$ cat config.mk
export PLATFORM = sky130hd
export DESIGN_NAME = time_bucket_averager_unit
export DESIGN_NICKNAME = d
export VERILOG_FILES = /design/src/rtl/tba_pkg.sv /design/src/rtl/time_bucket_averager_unit.sv /design/src/rtl/tba_fifo.sv /design/src/rtl/tba_front.sv /design/src/rtl/tba_back.sv
export SDC_FILE = /design/constraint.sdc
export NUM_CORES = 2
export LEC_CHECK = 0
export BUFFER_PORTS_ARGS = -buffer_cell sky130_fd_sc_hd__buf_2
export CAP_MARGIN = 40
export CORE_MARGIN = 3
export CORE_UTILIZATION = 57
export DETAILED_ROUTE_END_ITERATION = 10
export PLACE_DENSITY_LB_ADDON = 0.2
export SYNTH_ARGS = -nofsm -noshare
export SYNTH_HDL_FRONTEND = slang
export SYNTH_HIERARCHICAL = 1
export SYNTH_SLANG_ARGS = --single-unit
$ cat constraint.sdc
create_clock -name clk -period 9.7 [get_ports clk]
set_clock_uncertainty 0.05 [all_clocks]
set_input_delay 1.455 -clock clk [delete_from_list [all_inputs] [get_ports clk]]
set_output_delay 1.455 -clock clk [all_outputs]
set_load 0.02 [all_outputs]
$ cat src/rtl/tba_pkg.sv
// ----------------------------------------------------------------------------
// tba_pkg
// shared constants and types of the time bucket averager
// ----------------------------------------------------------------------------
package tba_pkg;

  localparam int TBA_COUNT_BITS = 16;
  localparam int TBA_QUOT_W     = 14;
  localparam int TBA_FIFO_DEPTH = 4;

  localparam int TBA_TIME_W     = 31;
  localparam int TBA_TEMP_W     = 15;
  localparam int TBA_HUM_W      = 14;
  localparam int TBA_PRESS_W    = 17;
  localparam int TBA_STEP_W     = 20;

  localparam int TBA_AVG_TEMP_W  = 12;
  localparam int TBA_AVG_HUM_W   = 11;
  localparam int TBA_AVG_PRESS_W = 14;

  localparam int TBA_CFG_IDX_W  = 3;
  localparam int TBA_CFG_DATA_W = 31;

  localparam logic [TBA_CFG_IDX_W-1:0] TBA_CFG_USE_END   = 3'd0;
  localparam logic [TBA_CFG_IDX_W-1:0] TBA_CFG_WIN_START = 3'd1;
  localparam logic [TBA_CFG_IDX_W-1:0] TBA_CFG_WIN_END   = 3'd2;
  localparam logic [TBA_CFG_IDX_W-1:0] TBA_CFG_STEP      = 3'd3;
  localparam logic [TBA_CFG_IDX_W-1:0] TBA_CFG_PRESS_EN  = 3'd4;

  localparam logic [TBA_STEP_W-1:0] TBA_STEP_RESET = 20'd300;

  localparam logic TBA_REQ_SAMPLE = 1'b0;
  localparam logic TBA_REQ_FLUSH  = 1'b1;

  typedef enum logic [1:0] {
    TBA_ST_IDLE,
    TBA_ST_DIV,
    TBA_ST_DONE
  } tba_state_t;

endpackage

$ cat src/rtl/time_bucket_averager_unit.sv
// ----------------------------------------------------------------------------
// time_bucket_averager_unit
// time-bucketed boxcar averager and decimator for sensor samples
// ----------------------------------------------------------------------------
// The front takes one beat per clock while the record queue has room: it
// filters samples by the time window, accumulates the open bucket and,
// when a sample closes the bucket or a flush ends the stream, pushes the
// bucket totals into a four-entry queue. The back drains that queue through
// a shift-subtract divider that forms all three rounded means together, one
// quotient bit per cycle; each result passes from the queue head to the output
// register through a load, 14 divider steps and a hand-over. A burst of closing
// items stalls input only once the queue holds four results not yet divided.
// The output register lets the next division run while a result waits to be
// taken.
module time_bucket_averager_unit #(
  parameter int COUNT_BITS = tba_pkg::TBA_COUNT_BITS
) (
  input  logic                                       clk,
  input  logic                                       rst_n,
  input  logic                                       cfg_we,
  input  logic [tba_pkg::TBA_CFG_IDX_W-1:0]          cfg_index,
  input  logic [tba_pkg::TBA_CFG_DATA_W-1:0]         cfg_wdata,
  input  logic                                       in_valid,
  output logic                                       in_ready,
  input  logic                                       in_req_type,
  input  logic [tba_pkg::TBA_TIME_W-1:0]             in_sample_time,
  input  logic signed [tba_pkg::TBA_TEMP_W-1:0]      in_temperature,
  input  logic [tba_pkg::TBA_HUM_W-1:0]              in_humidity,
  input  logic [tba_pkg::TBA_PRESS_W-1:0]            in_pressure,
  output logic                                       out_valid,
  input  logic                                       out_ready,
  output logic [tba_pkg::TBA_TIME_W-1:0]             out_bucket_time,
  output logic signed [tba_pkg::TBA_AVG_TEMP_W-1:0]  out_avg_temperature,
  output logic [tba_pkg::TBA_AVG_HUM_W-1:0]          out_avg_humidity,
  output logic [tba_pkg::TBA_AVG_PRESS_W-1:0]        out_avg_pressure,
  output logic [COUNT_BITS-1:0]                      out_bucket_count,
  output logic                                       out_count_saturated,
  output logic                                       out_from_flush
);

  import tba_pkg::*;

  localparam int TS_W  = COUNT_BITS + TBA_TEMP_W;
  localparam int HS_W  = COUNT_BITS + TBA_HUM_W;
  localparam int PS_W  = COUNT_BITS + TBA_PRESS_W;
  localparam int REC_W = TBA_TIME_W + TS_W + HS_W + PS_W + COUNT_BITS + 3;

  logic                   push_valid, push_ready, pop_valid, pop_ready;
  logic [REC_W-1:0]       push_data, pop_data;

  logic [TBA_TIME_W-1:0]  f_begin, b_begin;
  logic signed [TS_W-1:0] f_temp, b_temp;
  logic [HS_W-1:0]        f_hum, b_hum;
  logic [PS_W-1:0]        f_press, b_press;
  logic [COUNT_BITS-1:0]  f_count, b_count;
  logic                   f_sat, f_flush, f_pen, b_sat, b_flush, b_pen;

  tba_front #(.COUNT_BITS(COUNT_BITS)) u_front (
    .clk            (clk),
    .rst_n          (rst_n),
    .cfg_we         (cfg_we),
    .cfg_index      (cfg_index),
    .cfg_wdata      (cfg_wdata),
    .in_valid       (in_valid),
    .in_ready       (in_ready),
    .in_req_type    (in_req_type),
    .in_sample_time (in_sample_time),
    .in_temperature (in_temperature),
    .in_humidity    (in_humidity),
    .in_pressure    (in_pressure),
    .push_valid     (push_valid),
    .push_ready     (push_ready),
    .rec_begin      (f_begin),
    .rec_temp       (f_temp),
    .rec_hum        (f_hum),
    .rec_press      (f_press),
    .rec_count      (f_count),
    .rec_sat        (f_sat),
    .rec_flush      (f_flush),
    .rec_press_en   (f_pen)
  );

  assign push_data = {f_begin, f_temp, f_hum, f_press, f_count, f_sat, f_flush, f_pen};

  tba_fifo #(.WIDTH(REC_W), .DEPTH(TBA_FIFO_DEPTH)) u_fifo (
    .clk        (clk),
    .rst_n      (rst_n),
    .push_valid (push_valid),
    .push_ready (push_ready),
    .push_data  (push_data),
    .pop_valid  (pop_valid),
    .pop_ready  (pop_ready),
    .pop_data   (pop_data)
  );

  assign {b_begin, b_temp, b_hum, b_press, b_count, b_sat, b_flush, b_pen} = pop_data;

  tba_back #(.COUNT_BITS(COUNT_BITS)) u_back (
    .clk                 (clk),
    .rst_n               (rst_n),
    .pop_valid           (pop_valid),
    .pop_ready           (pop_ready),
    .rec_begin           (b_begin),
    .rec_temp            (b_temp),
    .rec_hum             (b_hum),
    .rec_press           (b_press),
    .rec_count           (b_count),
    .rec_sat             (b_sat),
    .rec_flush           (b_flush),
    .rec_press_en        (b_pen),
    .out_valid           (out_valid),
    .out_ready           (out_ready),
    .out_bucket_time     (out_bucket_time),
    .out_avg_temperature (out_avg_temperature),
    .out_avg_humidity    (out_avg_humidity),
    .out_avg_pressure    (out_avg_pressure),
    .out_bucket_count    (out_bucket_count),
    .out_count_saturated (out_count_saturated),
    .out_from_flush      (out_from_flush)
  );

endmodule

$ cat src/rtl/tba_fifo.sv
// ----------------------------------------------------------------------------
// tba_fifo
// small register queue of closed bucket records between front and back
// ----------------------------------------------------------------------------
module tba_fifo #(
  parameter int WIDTH = 8,
  parameter int DEPTH = 4
) (
  input  logic             clk,
  input  logic             rst_n,
  input  logic             push_valid,
  output logic             push_ready,
  input  logic [WIDTH-1:0] push_data,
  output logic             pop_valid,
  input  logic             pop_ready,
  output logic [WIDTH-1:0] pop_data
);

  localparam int PTR_W = (DEPTH > 1) ? $clog2(DEPTH) : 1;
  localparam int CNT_W = $clog2(DEPTH + 1);

  logic [WIDTH-1:0] mem_r [DEPTH];
  logic [PTR_W-1:0] wr_ptr_r, wr_ptr_nxt;
  logic [PTR_W-1:0] rd_ptr_r, rd_ptr_nxt;
  logic [CNT_W-1:0] fill_r, fill_nxt;
  logic             do_push, do_pop;

  always_comb begin
    push_ready = (fill_r != CNT_W'(DEPTH));
    pop_valid  = (fill_r != '0);
    pop_data   = mem_r[rd_ptr_r];
    do_push    = push_valid && push_ready;
    do_pop     = pop_valid && pop_ready;
    wr_ptr_nxt = wr_ptr_r;
    rd_ptr_nxt = rd_ptr_r;
    fill_nxt   = fill_r;
    if (do_push) begin
      wr_ptr_nxt = (wr_ptr_r == PTR_W'(DEPTH - 1)) ? '0 : wr_ptr_r + 1'b1;
    end
    if (do_pop) begin
      rd_ptr_nxt = (rd_ptr_r == PTR_W'(DEPTH - 1)) ? '0 : rd_ptr_r + 1'b1;
    end
    if (do_push && !do_pop) begin
      fill_nxt = fill_r + 1'b1;
    end else if (do_pop && !do_push) begin
      fill_nxt = fill_r - 1'b1;
    end
  end

  always_ff @(posedge clk) begin
    if (!rst_n) begin
      wr_ptr_r <= '0;
      rd_ptr_r <= '0;
      fill_r   <= '0;
    end else begin
      wr_ptr_r <= wr_ptr_nxt;
      rd_ptr_r <= rd_ptr_nxt;
      fill_r   <= fill_nxt;
    end
  end

  always_ff @(posedge clk) begin
    if (do_push) begin
      mem_r[wr_ptr_r] <= push_data;
    end
  end

endmodule

$ cat src/rtl/tba_front.sv
// ----------------------------------------------------------------------------
// tba_front
// configuration registers, window filter, bucket accumulation and closing
// ----------------------------------------------------------------------------
module tba_front #(
  parameter int COUNT_BITS = tba_pkg::TBA_COUNT_BITS
) (
  input  logic                                  clk,
  input  logic                                  rst_n,
  input  logic                                  cfg_we,
  input  logic [tba_pkg::TBA_CFG_IDX_W-1:0]     cfg_index,
  input  logic [tba_pkg::TBA_CFG_DATA_W-1:0]    cfg_wdata,
  input  logic                                  in_valid,
  output logic                                  in_ready,
  input  logic                                  in_req_type,
  input  logic [tba_pkg::TBA_TIME_W-1:0]        in_sample_time,
  input  logic signed [tba_pkg::TBA_TEMP_W-1:0] in_temperature,
  input  logic [tba_pkg::TBA_HUM_W-1:0]         in_humidity,
  input  logic [tba_pkg::TBA_PRESS_W-1:0]       in_pressure,
  output logic                                  push_valid,
  input  logic                                  push_ready,
  output logic [tba_pkg::TBA_TIME_W-1:0]        rec_begin,
  output logic signed [COUNT_BITS+14:0]         rec_temp,
  output logic [COUNT_BITS+13:0]                rec_hum,
  output logic [COUNT_BITS+16:0]                rec_press,
  output logic [COUNT_BITS-1:0]                 rec_count,
  output logic                                  rec_sat,
  output logic                                  rec_flush,
  output logic                                  rec_press_en
);

  import tba_pkg::*;

  localparam int TS_W = COUNT_BITS + TBA_TEMP_W;
  localparam int HS_W = COUNT_BITS + TBA_HUM_W;
  localparam int PS_W = COUNT_BITS + TBA_PRESS_W;

  logic                   use_end_r;
  logic [TBA_TIME_W-1:0]  win_start_r;
  logic [TBA_TIME_W-1:0]  win_end_r;
  logic [TBA_STEP_W-1:0]  step_r;
  logic                   press_en_r;

  logic                   open_r, open_nxt;
  logic [TBA_TIME_W-1:0]  begin_r, begin_nxt;
  logic [COUNT_BITS-1:0]  total_r, total_nxt;
  logic signed [TS_W-1:0] tsum_r, tsum_nxt;
  logic [HS_W-1:0]        hsum_r, hsum_nxt;
  logic [PS_W-1:0]        psum_r, psum_nxt;
  logic                   sat_r, sat_nxt;

  logic                   accept, keep, close;
  logic [TBA_TIME_W-1:0]  begin_eff, elapsed;
  logic [COUNT_BITS-1:0]  base_total;
  logic signed [TS_W-1:0] base_tsum, temp_ext;
  logic [HS_W-1:0]        base_hsum;
  logic [PS_W-1:0]        base_psum;
  logic                   base_sat;

  always_ff @(posedge clk) begin
    if (!rst_n) begin
      use_end_r   <= 1'b0;
      win_start_r <= '0;
      win_end_r   <= '1;
      step_r      <= TBA_STEP_RESET;
      press_en_r  <= 1'b0;
    end else if (cfg_we) begin
      case (cfg_index)
        TBA_CFG_USE_END:   use_end_r   <= cfg_wdata[0];
        TBA_CFG_WIN_START: win_start_r <= cfg_wdata[TBA_TIME_W-1:0];
        TBA_CFG_WIN_END:   win_end_r   <= cfg_wdata[TBA_TIME_W-1:0];
        TBA_CFG_STEP:      step_r      <= cfg_wdata[TBA_STEP_W-1:0];
        TBA_CFG_PRESS_EN:  press_en_r  <= cfg_wdata[0];
        default: begin
        end
      endcase
    end
  end

  always_comb begin
    in_ready  = push_ready;
    accept    = in_valid && in_ready;
    keep      = (in_sample_time >= win_start_r) &&
                (!use_end_r || (in_sample_time <= win_end_r));
    begin_eff = open_r ? begin_r : in_sample_time;
    elapsed   = in_sample_time - begin_eff;
    close     = keep && (in_sample_time >= begin_eff) &&
                (elapsed >= TBA_TIME_W'(step_r));

    base_total = close ? '0 : total_r;
    base_tsum  = close ? '0 : tsum_r;
    base_hsum  = close ? '0 : hsum_r;
    base_psum  = close ? '0 : psum_r;
    base_sat   = close ? 1'b0 : sat_r;
    temp_ext   = $signed({{COUNT_BITS{in_temperature[TBA_TEMP_W-1]}}, in_temperature});

    open_nxt  = open_r;
    begin_nxt = begin_r;
    total_nxt = total_r;
    tsum_nxt  = tsum_r;
    hsum_nxt  = hsum_r;
    psum_nxt  = psum_r;
    sat_nxt   = sat_r;

    if (accept) begin
      if (in_req_type == TBA_REQ_FLUSH) begin
        open_nxt  = 1'b0;
        begin_nxt = '0;
        total_nxt = '0;
        tsum_nxt  = '0;
        hsum_nxt  = '0;
        psum_nxt  = '0;
        sat_nxt   = 1'b0;
      end else if (keep) begin
        open_nxt  = 1'b1;
        begin_nxt = close ? in_sample_time : begin_eff;
        total_nxt = base_total;
        tsum_nxt  = base_tsum;
        hsum_nxt  = base_hsum;
        psum_nxt  = base_psum;
        sat_nxt   = base_sat;
        if (base_total == {COUNT_BITS{1'b1}}) begin
          sat_nxt = 1'b1;
        end else begin
          total_nxt = base_total + 1'b1;
          tsum_nxt  = base_tsum + temp_ext;
          hsum_nxt  = base_hsum + HS_W'(in_humidity);
          if (press_en_r) begin
            psum_nxt = base_psum + PS_W'(in_pressure);
          end
        end
      end
    end

    push_valid   = accept && ((in_req_type == TBA_REQ_FLUSH) ? open_r :
                              (close && (total_r != '0)));
    rec_begin    = begin_r;
    rec_temp     = tsum_r;
    rec_hum      = hsum_r;
    rec_press    = psum_r;
    rec_count    = total_r;
    rec_sat      = sat_r;
    rec_flush    = (in_req_type == TBA_REQ_FLUSH);
    rec_press_en = press_en_r;
  end

  always_ff @(posedge clk) begin
    if (!rst_n) begin
      open_r  <= 1'b0;
      begin_r <= '0;
      total_r <= '0;
      tsum_r  <= '0;
      hsum_r  <= '0;
      psum_r  <= '0;
      sat_r   <= 1'b0;
    end else begin
      open_r  <= open_nxt;
      begin_r <= begin_nxt;
      total_r <= total_nxt;
      tsum_r  <= tsum_nxt;
      hsum_r  <= hsum_nxt;
      psum_r  <= psum_nxt;
      sat_r   <= sat_nxt;
    end
  end

endmodule

$ cat src/rtl/tba_back.sv
// ----------------------------------------------------------------------------
// tba_back
// shift-subtract rounding divider for the three means and the output register
// ----------------------------------------------------------------------------
module tba_back #(
  parameter int COUNT_BITS = tba_pkg::TBA_COUNT_BITS
) (
  input  logic                                       clk,
  input  logic                                       rst_n,
  input  logic                                       pop_valid,
  output logic                                       pop_ready,
  input  logic [tba_pkg::TBA_TIME_W-1:0]             rec_begin,
  input  logic signed [COUNT_BITS+14:0]              rec_temp,
  input  logic [COUNT_BITS+13:0]                     rec_hum,
  input  logic [COUNT_BITS+16:0]                     rec_press,
  input  logic [COUNT_BITS-1:0]                      rec_count,
  input  logic                                       rec_sat,
  input  logic                                       rec_flush,
  input  logic                                       rec_press_en,
  output logic                                       out_valid,
  input  logic                                       out_ready,
  output logic [tba_pkg::TBA_TIME_W-1:0]             out_bucket_time,
  output logic signed [tba_pkg::TBA_AVG_TEMP_W-1:0]  out_avg_temperature,
  output logic [tba_pkg::TBA_AVG_HUM_W-1:0]          out_avg_humidity,
  output logic [tba_pkg::TBA_AVG_PRESS_W-1:0]        out_avg_pressure,
  output logic [COUNT_BITS-1:0]                      out_bucket_count,
  output logic                                       out_count_saturated,
  output logic                                       out_from_flush
);

  import tba_pkg::*;

  localparam int TS_W  = COUNT_BITS + TBA_TEMP_W;
  localparam int REM_W = COUNT_BITS + 18;
  localparam int QW    = TBA_QUOT_W;
  localparam int CNT_W = $clog2(QW);

  tba_state_t             state_r, state_nxt;
  logic [CNT_W-1:0]       cnt_r, cnt_nxt;
  logic [REM_W-1:0]       trem_r, trem_nxt, hrem_r, hrem_nxt, prem_r, prem_nxt;
  logic [REM_W-1:0]       ds_r, ds_nxt;
  logic [QW-1:0]          tq_r, tq_nxt, hq_r, hq_nxt, pq_r, pq_nxt;
  logic                   tneg_r, tneg_nxt;
  logic [TBA_TIME_W-1:0]  begin_r, begin_nxt;
  logic [COUNT_BITS-1:0]  count_r, count_nxt;
  logic                   sat_r, sat_nxt, flush_r, flush_nxt, pen_r, pen_nxt;

  logic                         ovalid_r, ovalid_nxt;
  logic [TBA_TIME_W-1:0]        otime_r, otime_nxt;
  logic [TBA_AVG_TEMP_W-1:0]    otemp_r, otemp_nxt;
  logic [TBA_AVG_HUM_W-1:0]     ohum_r, ohum_nxt;
  logic [TBA_AVG_PRESS_W-1:0]   opress_r, opress_nxt;
  logic [COUNT_BITS-1:0]        ocount_r, ocount_nxt;
  logic                         osat_r, osat_nxt, oflush_r, oflush_nxt;

  logic                   out_free, load, step_en, deliver;
  logic                   t_ge, h_ge, p_ge;
  logic [TS_W-1:0]        tmag;
  logic [REM_W-1:0]       five_n, ten_n;
  logic [QW-1:0]          tq_signed;

  always_comb begin
    out_free = !ovalid_r || out_ready;
  end

  // next state
  always_comb begin
    state_nxt = state_r;
    case (state_r)
      TBA_ST_IDLE: begin
        if (pop_valid) state_nxt = TBA_ST_DIV;
      end
      TBA_ST_DIV: begin
        if (cnt_r == '0) state_nxt = TBA_ST_DONE;
      end
      TBA_ST_DONE: begin
        if (out_free) state_nxt = TBA_ST_IDLE;
      end
      default: state_nxt = TBA_ST_IDLE;
    endcase
  end

  // controls
  always_comb begin
    pop_ready = 1'b0;
    step_en   = 1'b0;
    deliver   = 1'b0;
    case (state_r)
      TBA_ST_IDLE: pop_ready = 1'b1;
      TBA_ST_DIV:  step_en   = 1'b1;
      TBA_ST_DONE: deliver   = out_free;
      default: begin
      end
    endcase
    load = pop_ready && pop_valid;
  end

  // datapath
  always_comb begin
    tmag   = rec_temp[TS_W-1] ? TS_W'(-rec_temp) : TS_W'(rec_temp);
    five_n = REM_W'({rec_count, 2'b00}) + REM_W'(rec_count);
    ten_n  = five_n << 1;

    t_ge = (trem_r >= ds_r);
    h_ge = (hrem_r >= ds_r);
    p_ge = (prem_r >= ds_r);

    cnt_nxt   = cnt_r;
    trem_nxt  = trem_r;
    hrem_nxt  = hrem_r;
    prem_nxt  = prem_r;
    ds_nxt    = ds_r;
    tq_nxt    = tq_r;
    hq_nxt    = hq_r;
    pq_nxt    = pq_r;
    tneg_nxt  = tneg_r;
    begin_nxt = begin_r;
    count_nxt = count_r;
    sat_nxt   = sat_r;
    flush_nxt = flush_r;
    pen_nxt   = pen_r;

    if (load) begin
      cnt_nxt   = CNT_W'(QW - 1);
      trem_nxt  = REM_W'(tmag) + five_n;
      hrem_nxt  = REM_W'(rec_hum) + five_n;
      prem_nxt  = REM_W'(rec_press) + five_n;
      ds_nxt    = ten_n << (QW - 1);
      tq_nxt    = '0;
      hq_nxt    = '0;
      pq_nxt    = '0;
      tneg_nxt  = rec_temp[TS_W-1];
      begin_nxt = rec_begin;
      count_nxt = rec_count;
      sat_nxt   = rec_sat;
      flush_nxt = rec_flush;
      pen_nxt   = rec_press_en;
    end else if (step_en) begin
      cnt_nxt  = cnt_r - 1'b1;
      trem_nxt = t_ge ? trem_r - ds_r : trem_r;
      hrem_nxt = h_ge ? hrem_r - ds_r : hrem_r;
      prem_nxt = p_ge ? prem_r - ds_r : prem_r;
      ds_nxt   = ds_r >> 1;
      tq_nxt   = {tq_r[QW-2:0], t_ge};
      hq_nxt   = {hq_r[QW-2:0], h_ge};
      pq_nxt   = {pq_r[QW-2:0], p_ge};
    end

    tq_signed  = tneg_r ? (~tq_r + 1'b1) : tq_r;

    ovalid_nxt = ovalid_r;
    otime_nxt  = otime_r;
    otemp_nxt  = otemp_r;
    ohum_nxt   = ohum_r;
    opress_nxt = opress_r;
    ocount_nxt = ocount_r;
    osat_nxt   = osat_r;
    oflush_nxt = oflush_r;
    if (ovalid_r && out_ready) begin
      ovalid_nxt = 1'b0;
    end
    if (deliver) begin
      ovalid_nxt = 1'b1;
      otime_nxt  = begin_r;
      otemp_nxt  = tq_signed[TBA_AVG_TEMP_W-1:0];
      ohum_nxt   = hq_r[TBA_AVG_HUM_W-1:0];
      opress_nxt = pen_r ? pq_r[TBA_AVG_PRESS_W-1:0] : '0;
      ocount_nxt = count_r;
      osat_nxt   = sat_r;
      oflush_nxt = flush_r;
    end
  end

  always_ff @(posedge clk) begin
    if (!rst_n) begin
      state_r  <= TBA_ST_IDLE;
      ovalid_r <= 1'b0;
    end else begin
      state_r  <= state_nxt;
      ovalid_r <= ovalid_nxt;
    end
  end

  always_ff @(posedge clk) begin
    cnt_r    <= cnt_nxt;
    trem_r   <= trem_nxt;
    hrem_r   <= hrem_nxt;
    prem_r   <= prem_nxt;
    ds_r     <= ds_nxt;
    tq_r     <= tq_nxt;
    hq_r     <= hq_nxt;
    pq_r     <= pq_nxt;
    tneg_r   <= tneg_nxt;
    begin_r  <= begin_nxt;
    count_r  <= count_nxt;
    sat_r    <= sat_nxt;
    flush_r  <= flush_nxt;
    pen_r    <= pen_nxt;
    otime_r  <= otime_nxt;
    otemp_r  <= otemp_nxt;
    ohum_r   <= ohum_nxt;
    opress_r <= opress_nxt;
    ocount_r <= ocount_nxt;
    osat_r   <= osat_nxt;
    oflush_r <= oflush_nxt;
  end

  always_comb begin
    out_valid           = ovalid_r;
    out_bucket_time     = otime_r;
    out_avg_temperature = otemp_r;
    out_avg_humidity    = ohum_r;
    out_avg_pressure    = opress_r;
    out_bucket_count    = ocount_r;
    out_count_saturated = osat_r;
    out_from_flush      = oflush_r;
  end

endmodule

[After elaboration in Yosys (flattened, before gate mapping)]
Memory sizes are Yosys's and may differ from the RTL's. A register that Yosys moved wholly into a read port is not among the register bits.
Index checks and enable logic that the tools add are counted.
Cells by class
  reduce and logical (&&, ||, !) cells: 41
  $lt $le $gt $ge: 7
  multiply operators: 0
  bitwise logic cells: 1
  equal/unequal tests: 13
  div/mod/pow operators: 0
  $add $sub $neg: 19
  shift operators: 0
  muxes and demuxes: 58
Operators by type and width (number)
  two-way mux 34 bit: 11
  two-way mux 31 bit: 9
  two-way mux 33 bit: 5
  two-way mux 30 bit: 4
  greater-or-equal comparator 34 bit: 3
  subtractor 34 bit: 3
  two-way mux 16 bit: 4
  greater-or-equal comparator 31 bit: 2
  adder 30 x 34 -> 34 bit: 1
  adder 31 x 34 -> 34 bit: 1
  adder 33 x 34 -> 34 bit: 1
  adder 33 x 17 -> 33 bit: 1
  adder 31 x 15 -> 31 bit: 1
  greater-or-equal comparator 31 x 20 -> 1 bit: 1
  <= comparator 31 bit: 1
  negation 31 bit: 1
  subtractor 31 bit: 1
  adder 30 x 14 -> 30 bit: 1
  adder 18 x 16 -> 19 bit: 1
  AND reduction 2 bit: 9
  adder 16 x 1 -> 16 bit, second input constant: 1
  equality test 16 bit, second input constant: 1
  nonzero test 16 bit: 1
  two-way mux 1 bit: 14
  26 further kinds: 61
Word-level totals
  bits in latches: 0
  ROM bits: 0
  logic and storage cells: 179
  flip-flop bits (word level): 551
  bits of input ports: 117
  output and inout bits: 88
  bits in writable memories: 576
  memories kept: 1
Memories
  u_fifo.mem_r: depth 4, bits a word 144, rd ports 1, clocked after memory_dff 1, wr ports 1, RTL line tba_fifo.sv:22  | logic [WIDTH-1:0] mem_r [DEPTH];

[Depth between registers and ports, before layout]
  word-level depth: 13
  depth in mapped cells: 37
  mapped depth without buffers: 33

[Hierarchy]
Netlist, hierarchy kept.
Modules (own cells, without submodules)
  tba_fifo: cells each 803, sequential area each 17476.8 um2, area an instance 21217.8 um2, times used 1
  tba_back: cells each 2193, sequential area each 8908.5 um2, area an instance 21031.4 um2, times used 1
  tba_front: cells each 2030, sequential area each 4544.4 um2, area an instance 16590.9 um2, times used 1

[Worst setup path after synthesis]
No wires, ideal clock.
  kind: in2reg
  from: input in_sample_time[0] in the netlist's numbering
  to: memory u_fifo/mem_r[3][0] in the netlist's numbering (enable)
  buffers on the path: 3
  library setup time: 0.521 ns
  required time: 9.129 ns
  arrival: 8.722 ns
  path slack: 0.407 ns
  stages on the path: 25
  path through: inv_1 o21ai_0 ha_1 fa_1 nand2b_1 a21o_1 a211oi_1 nor2b_1 o21ai_0 xor2_1 ha_1 and4_1 nor4bb_1 o21a_1 o31ai_1 nand3_1 nor4b_2 nand4b_1 o41a_1 buf_6 buf_6 buf_6 a22oi_1 nor2_1 and3_1
On the way
  word-level cells in the longest chain between the ends: 11
  elaborated cells between the ends (all ways): 16
  classes of those cells: add/sub (1); order compare (4); mux (4); reduce/logical (7)
Ends and longest elaborated chain
  start, declared: RTL line time_bucket_averager_unit.sv:26  | input logic [tba_pkg::TBA_TIME_W-1:0] in_sample_time,
  parallel branches: the longest is 4 deep, another holds subtractor 31 bit
  logical AND 1 bit *: RTL line tba_front.sv:87  | close = keep && (in_sample_time >= begin_eff) &&
  logical AND 1 bit *: RTL line tba_front.sv:136  | (close && (total_r != '0)));
  two-way mux 1 bit *: RTL line tba_front.sv:135  | push_valid = accept && ((in_req_type == TBA_REQ_FLUSH) ? open_r :
  logical AND 1 bit *: RTL line tba_front.sv:135
  via push_valid: RTL line time_bucket_averager_unit.sv:48  | logic push_valid, push_ready, pop_valid, pop_ready;
  logical AND 1 bit *: RTL line tba_fifo.sv:32  | do_push = push_valid && push_ready;
  two-way mux 1 bit *: RTL line tba_fifo.sv:63  | if (do_push) begin
  two-way mux 1 bit (implied by the code) *: RTL line tba_fifo.sv:64  | mem_r[wr_ptr_r] <= push_data;
  end, declared: RTL line tba_fifo.sv:22
Mark *: on every way through the listed nets, which the timed path passes.

[Final worst setup path]
  from: input in_sample_time[0] in the netlist's numbering
  to: register u_front.psum_r[20], in the netlist u_front/rec_press[20]
On the way
  word-level cells in the longest chain between the ends: 11
  elaborated cells between the ends (all ways): 20
  classes of those cells: add/sub (2); order compare (4); eq/ne (1); mux (7); reduce/logical (6)
Ends and longest elaborated chain
  parallel branches: the longest is 11 deep, another holds adder 33 x 17 -> 33 bit
  end signal, assigned: RTL line tba_front.sv:162  | psum_r <= psum_nxt;
  end, declared: RTL line tba_front.sv:49  | logic [PS_W-1:0] psum_r, psum_nxt;
Parallel ways; which one is timed is not known. The select of a mux whose other input is x is not followed.
A chain may end at the register's enable or synchronous reset.

==> flow_summary.ini <==
[critical_path]
cp_max_fo = 49
slowest_stage = o21ai_0
required_ps = 10320
r2r-start = u_front/open_r$_SDFFE_PN0P_
slowest_delay_ps = 640
cp-end-kind = register
critical_path.startpoint = in_sample_time[0]
path_class = in2reg
critPathBufInv = 4
worstPathArrival_ps = 9220
cp_top_family = compound AO/OA/AOI/OAI gates
start_kind = primary input

[cts]
post_cts_buffers = 0
cts_tree = built
clock_path_buffers = 3
clkSlewWorstSetupHoldPaths_ps = 60
cts_made_buffers = 114
cts.hold.buffers_added = 0
clock_latency_ps = 720
cts_max_level = 3
cts_resized = 0
cts_sinks = 1128
cts-root-buf = clkbuf_16

[logic_synthesis]
yosysWarningCount = 6
synth-xor-area-share_pct = 4.123
syn_area_per_cell_um2 = 11.71
ys.flop_type = edfxtp_1
synth_top_family_by_area = compound AO/OA/AOI/OAI gates
ys_seq_area_share_pct = 52.57
synth_compound_area_share_pct = 14.64
synth_mux_area_share_pct = 6.401
synth-seq-cells = 1128
synthesis.area_um2 = 58840
async_reset_ff_share_pct = 0
syn_nets = 5511
synth-edff-count = 834
yosys.area_share.simple_pct = 11.24
synthAdderAreaFrac_pct = 7.978
yosysUniqueCellTypes = 101
netlist_instances = 5026

[route]
wl_per_cell_um = 22.35
vias_per_cell = 6.223
first_iter_violations = 3837
drc = 0
drt_first_pass_iters = 6
detail-route-antenna-nets = 0
vias = 41610
drt-total-wl_um = 149400

[run]
drv_cap = 0

[run_status]
status = complete, no violations

[timing]
tightest_slew_ps = 925.6
fin_crit_ps = 8594
postLayoutSetupSlackWorst_ps = 1106
report.final.slew_viol_count = 0
max_freq_mhz = 116.4
finalHoldViolations = 0
grt_setup_unrepaired = false
setup_violations = 0
relSlewSlack_pct = 37.92
fin_setup_tns_ps = 0
period_share_pct = 88.60

[finish]
register_area_um2 = 30940
utilization_pct = 64.10
nets = 5696
num-fill-cells = 7742
multi_input_area_um2 = 26190
drive_gt1_share_pct = 13.14
area_growth_pct = 11.15

[placement]
place_congestion = 0.9467
pre_cts_ws_ps = 457.9
dp_hpwl_um = 105900
port_buffers = 204

[global_routing]
first_global_vias = 40190
grt_overflow = 0
grt_util_all_layers_pct = 27.74
grt_pass1_wl_um = 232400
antenna_found_initial = 10
grt_max_degree = 120

[hold_path]
hp-class = reg2reg
min_from = u_back/count_r[15]$_DFFE_PP_

[pwr]
cellPowerDensity_nw_per_um2 = 325.6
power_mw = 21.29
total_leakage_power_nw = 24.17
ir_drop_v = 0.0002520

[floorplan]
initial_utilization_pct = 57.67
die_w_um = 327.3
die_h_um = 327.3
die-area_um2 = 107100
io_pins = 205
rows = 117
coreArea_um2 = 102000
[cells by family (layout without fill, tap and decap cells)]
kind of cell | after synthesis | after routing
buf+inv | 426 | 713
mux | 196 | 196
other cells | 0 | 5
xor+xnor | 277 | 277
flops | 1128 | 1128
fa+ha+maj | 368 | 368
compound gates | 1276 | 1276
simple gates | 1355 | 1355
[Yosys cell counts, drive strengths merged (64+ instances only)]
library cell | count | area (um2)
edfxtp | 834 | 25040
nand2 | 504 | 1892
a21oi | 385 | 1972
ha | 356 | 4454
dfxtp | 294 | 5886
nor2 | 238 | 893.4
o21ai | 216 | 1092
inv | 209 | 784.5
xnor2 | 163 | 1428
mux4 | 144 | 3243
clkbuf | 139 | 524.3
xor2 | 114 | 998.5
and2 | 103 | 651.9
nand3 | 103 | 515.5
a21o | 92 | 690.7
a32o | 83 | 830.8
buf | 77 | 485.5
o211ai | 69 | 518.0
nand2b | 66 | 412.9
nor3 | 64 | 320.3
[sequential cells by signal (all words and copies together) (netlist names), 12 cells and up, named ones only]
register                    count
u_back/out_avg_temperature     12
u_back/hrem_r                  34
u_back/out_bucket_count        16
u_back/count_r                 16
u_back/out_bucket_time         31
u_back/tq_r                    12
u_back/out_avg_pressure        14
u_back/trem_r                  34
u_back/pq_r                    14
u_front/win_start_r            31
u_front/rec_press              33
u_back/prem_r                  34
u_back/begin_r                 31
u_front/step_r                 20
u_back/ds_r                    33
u_front/win_end_r              31
u_front/rec_count              16
u_front/rec_begin              31
u_fifo/mem_r                  576
u_front/rec_hum                30
u_front/rec_temp               31
[metrics by stage]
step                cell area [um2]  hold slack [ps]  instances
global placement              61240            351.6       6451
global route                  65390            374.8       6681
floorplan                     58840            350.3       5026
CTS                           65390            366.9       6681
detailed placement            61450            354.5       6463
finish                        65400            367.1       6686
[cell usage in the layout (no fill, tap or decap), types with 92 or more instances in the layout]
cell type	count
a21o_1	92
a21oi_1	378
and2_1	100
buf_2	204
clkbuf_16	114
dfxtp_1	291
edfxtp_1	834
ha_1	356
inv_1	207
mux4_2	144
nand2_1	503
nand3_1	103
nor2_1	237
o21ai_0	208
xnor2_1	163
xor2_1	114
[metal layers]
layer / track usage (%) / share of wire [%] / routed length [um]
met2: 45.20 / 47 / 70580
met1: 38.54 / 43 / 63850
met4: 9.081 / 3.2 / 4714
met5: 0 / 0.068 / 102
met3: 4.036 / 6.8 / 10180
[cell type report]
| type | count | area share, % |
|---|---|---|
| clock inverter | 86 | 1.471 |
| antenna | 5 | 0.01913 |
| inverter | 210 | 1.217 |
| sequential | 1128 | 47.30 |
| clock buffer | 132 | 4.557 |
| timing repair buffer | 285 | 2.770 |
| tap | 1368 | 2.617 |
| multi-input combinational | 3472 | 40.04 |
[path summary, 6_finish.rpt]
check	endpoint	slack (ps)	cells after the start
setup / recovery	u_front/rec_press[20]$_SDFFE_PN0P_	1110	33
hold / removal	u_back/out_bucket_count[15]$_DFFE_PP_	370	0
hold reg to reg	u_back/out_bucket_count[15]$_DFFE_PP_	370	0
setup reg to reg	u_front/rec_press[20]$_SDFFE_PN0P_	1450	32
[worst register-to-register path: cells and delay by family (launching register included)]
family | cells | cell delay [ps]
compound gates | 16 | 4410
xor+xnor | 1 | 210
fa+ha+maj | 4 | 1180
buf+inv | 3 | 640
flops | 1 | 350
simple gates | 8 | 1380
[power by group]
group          internal, mW  switching, mW
sequential             6.16          0.266
clock                  2.59           1.94
combinational          3.91           6.43
Power figures use the tool's default switching activity.
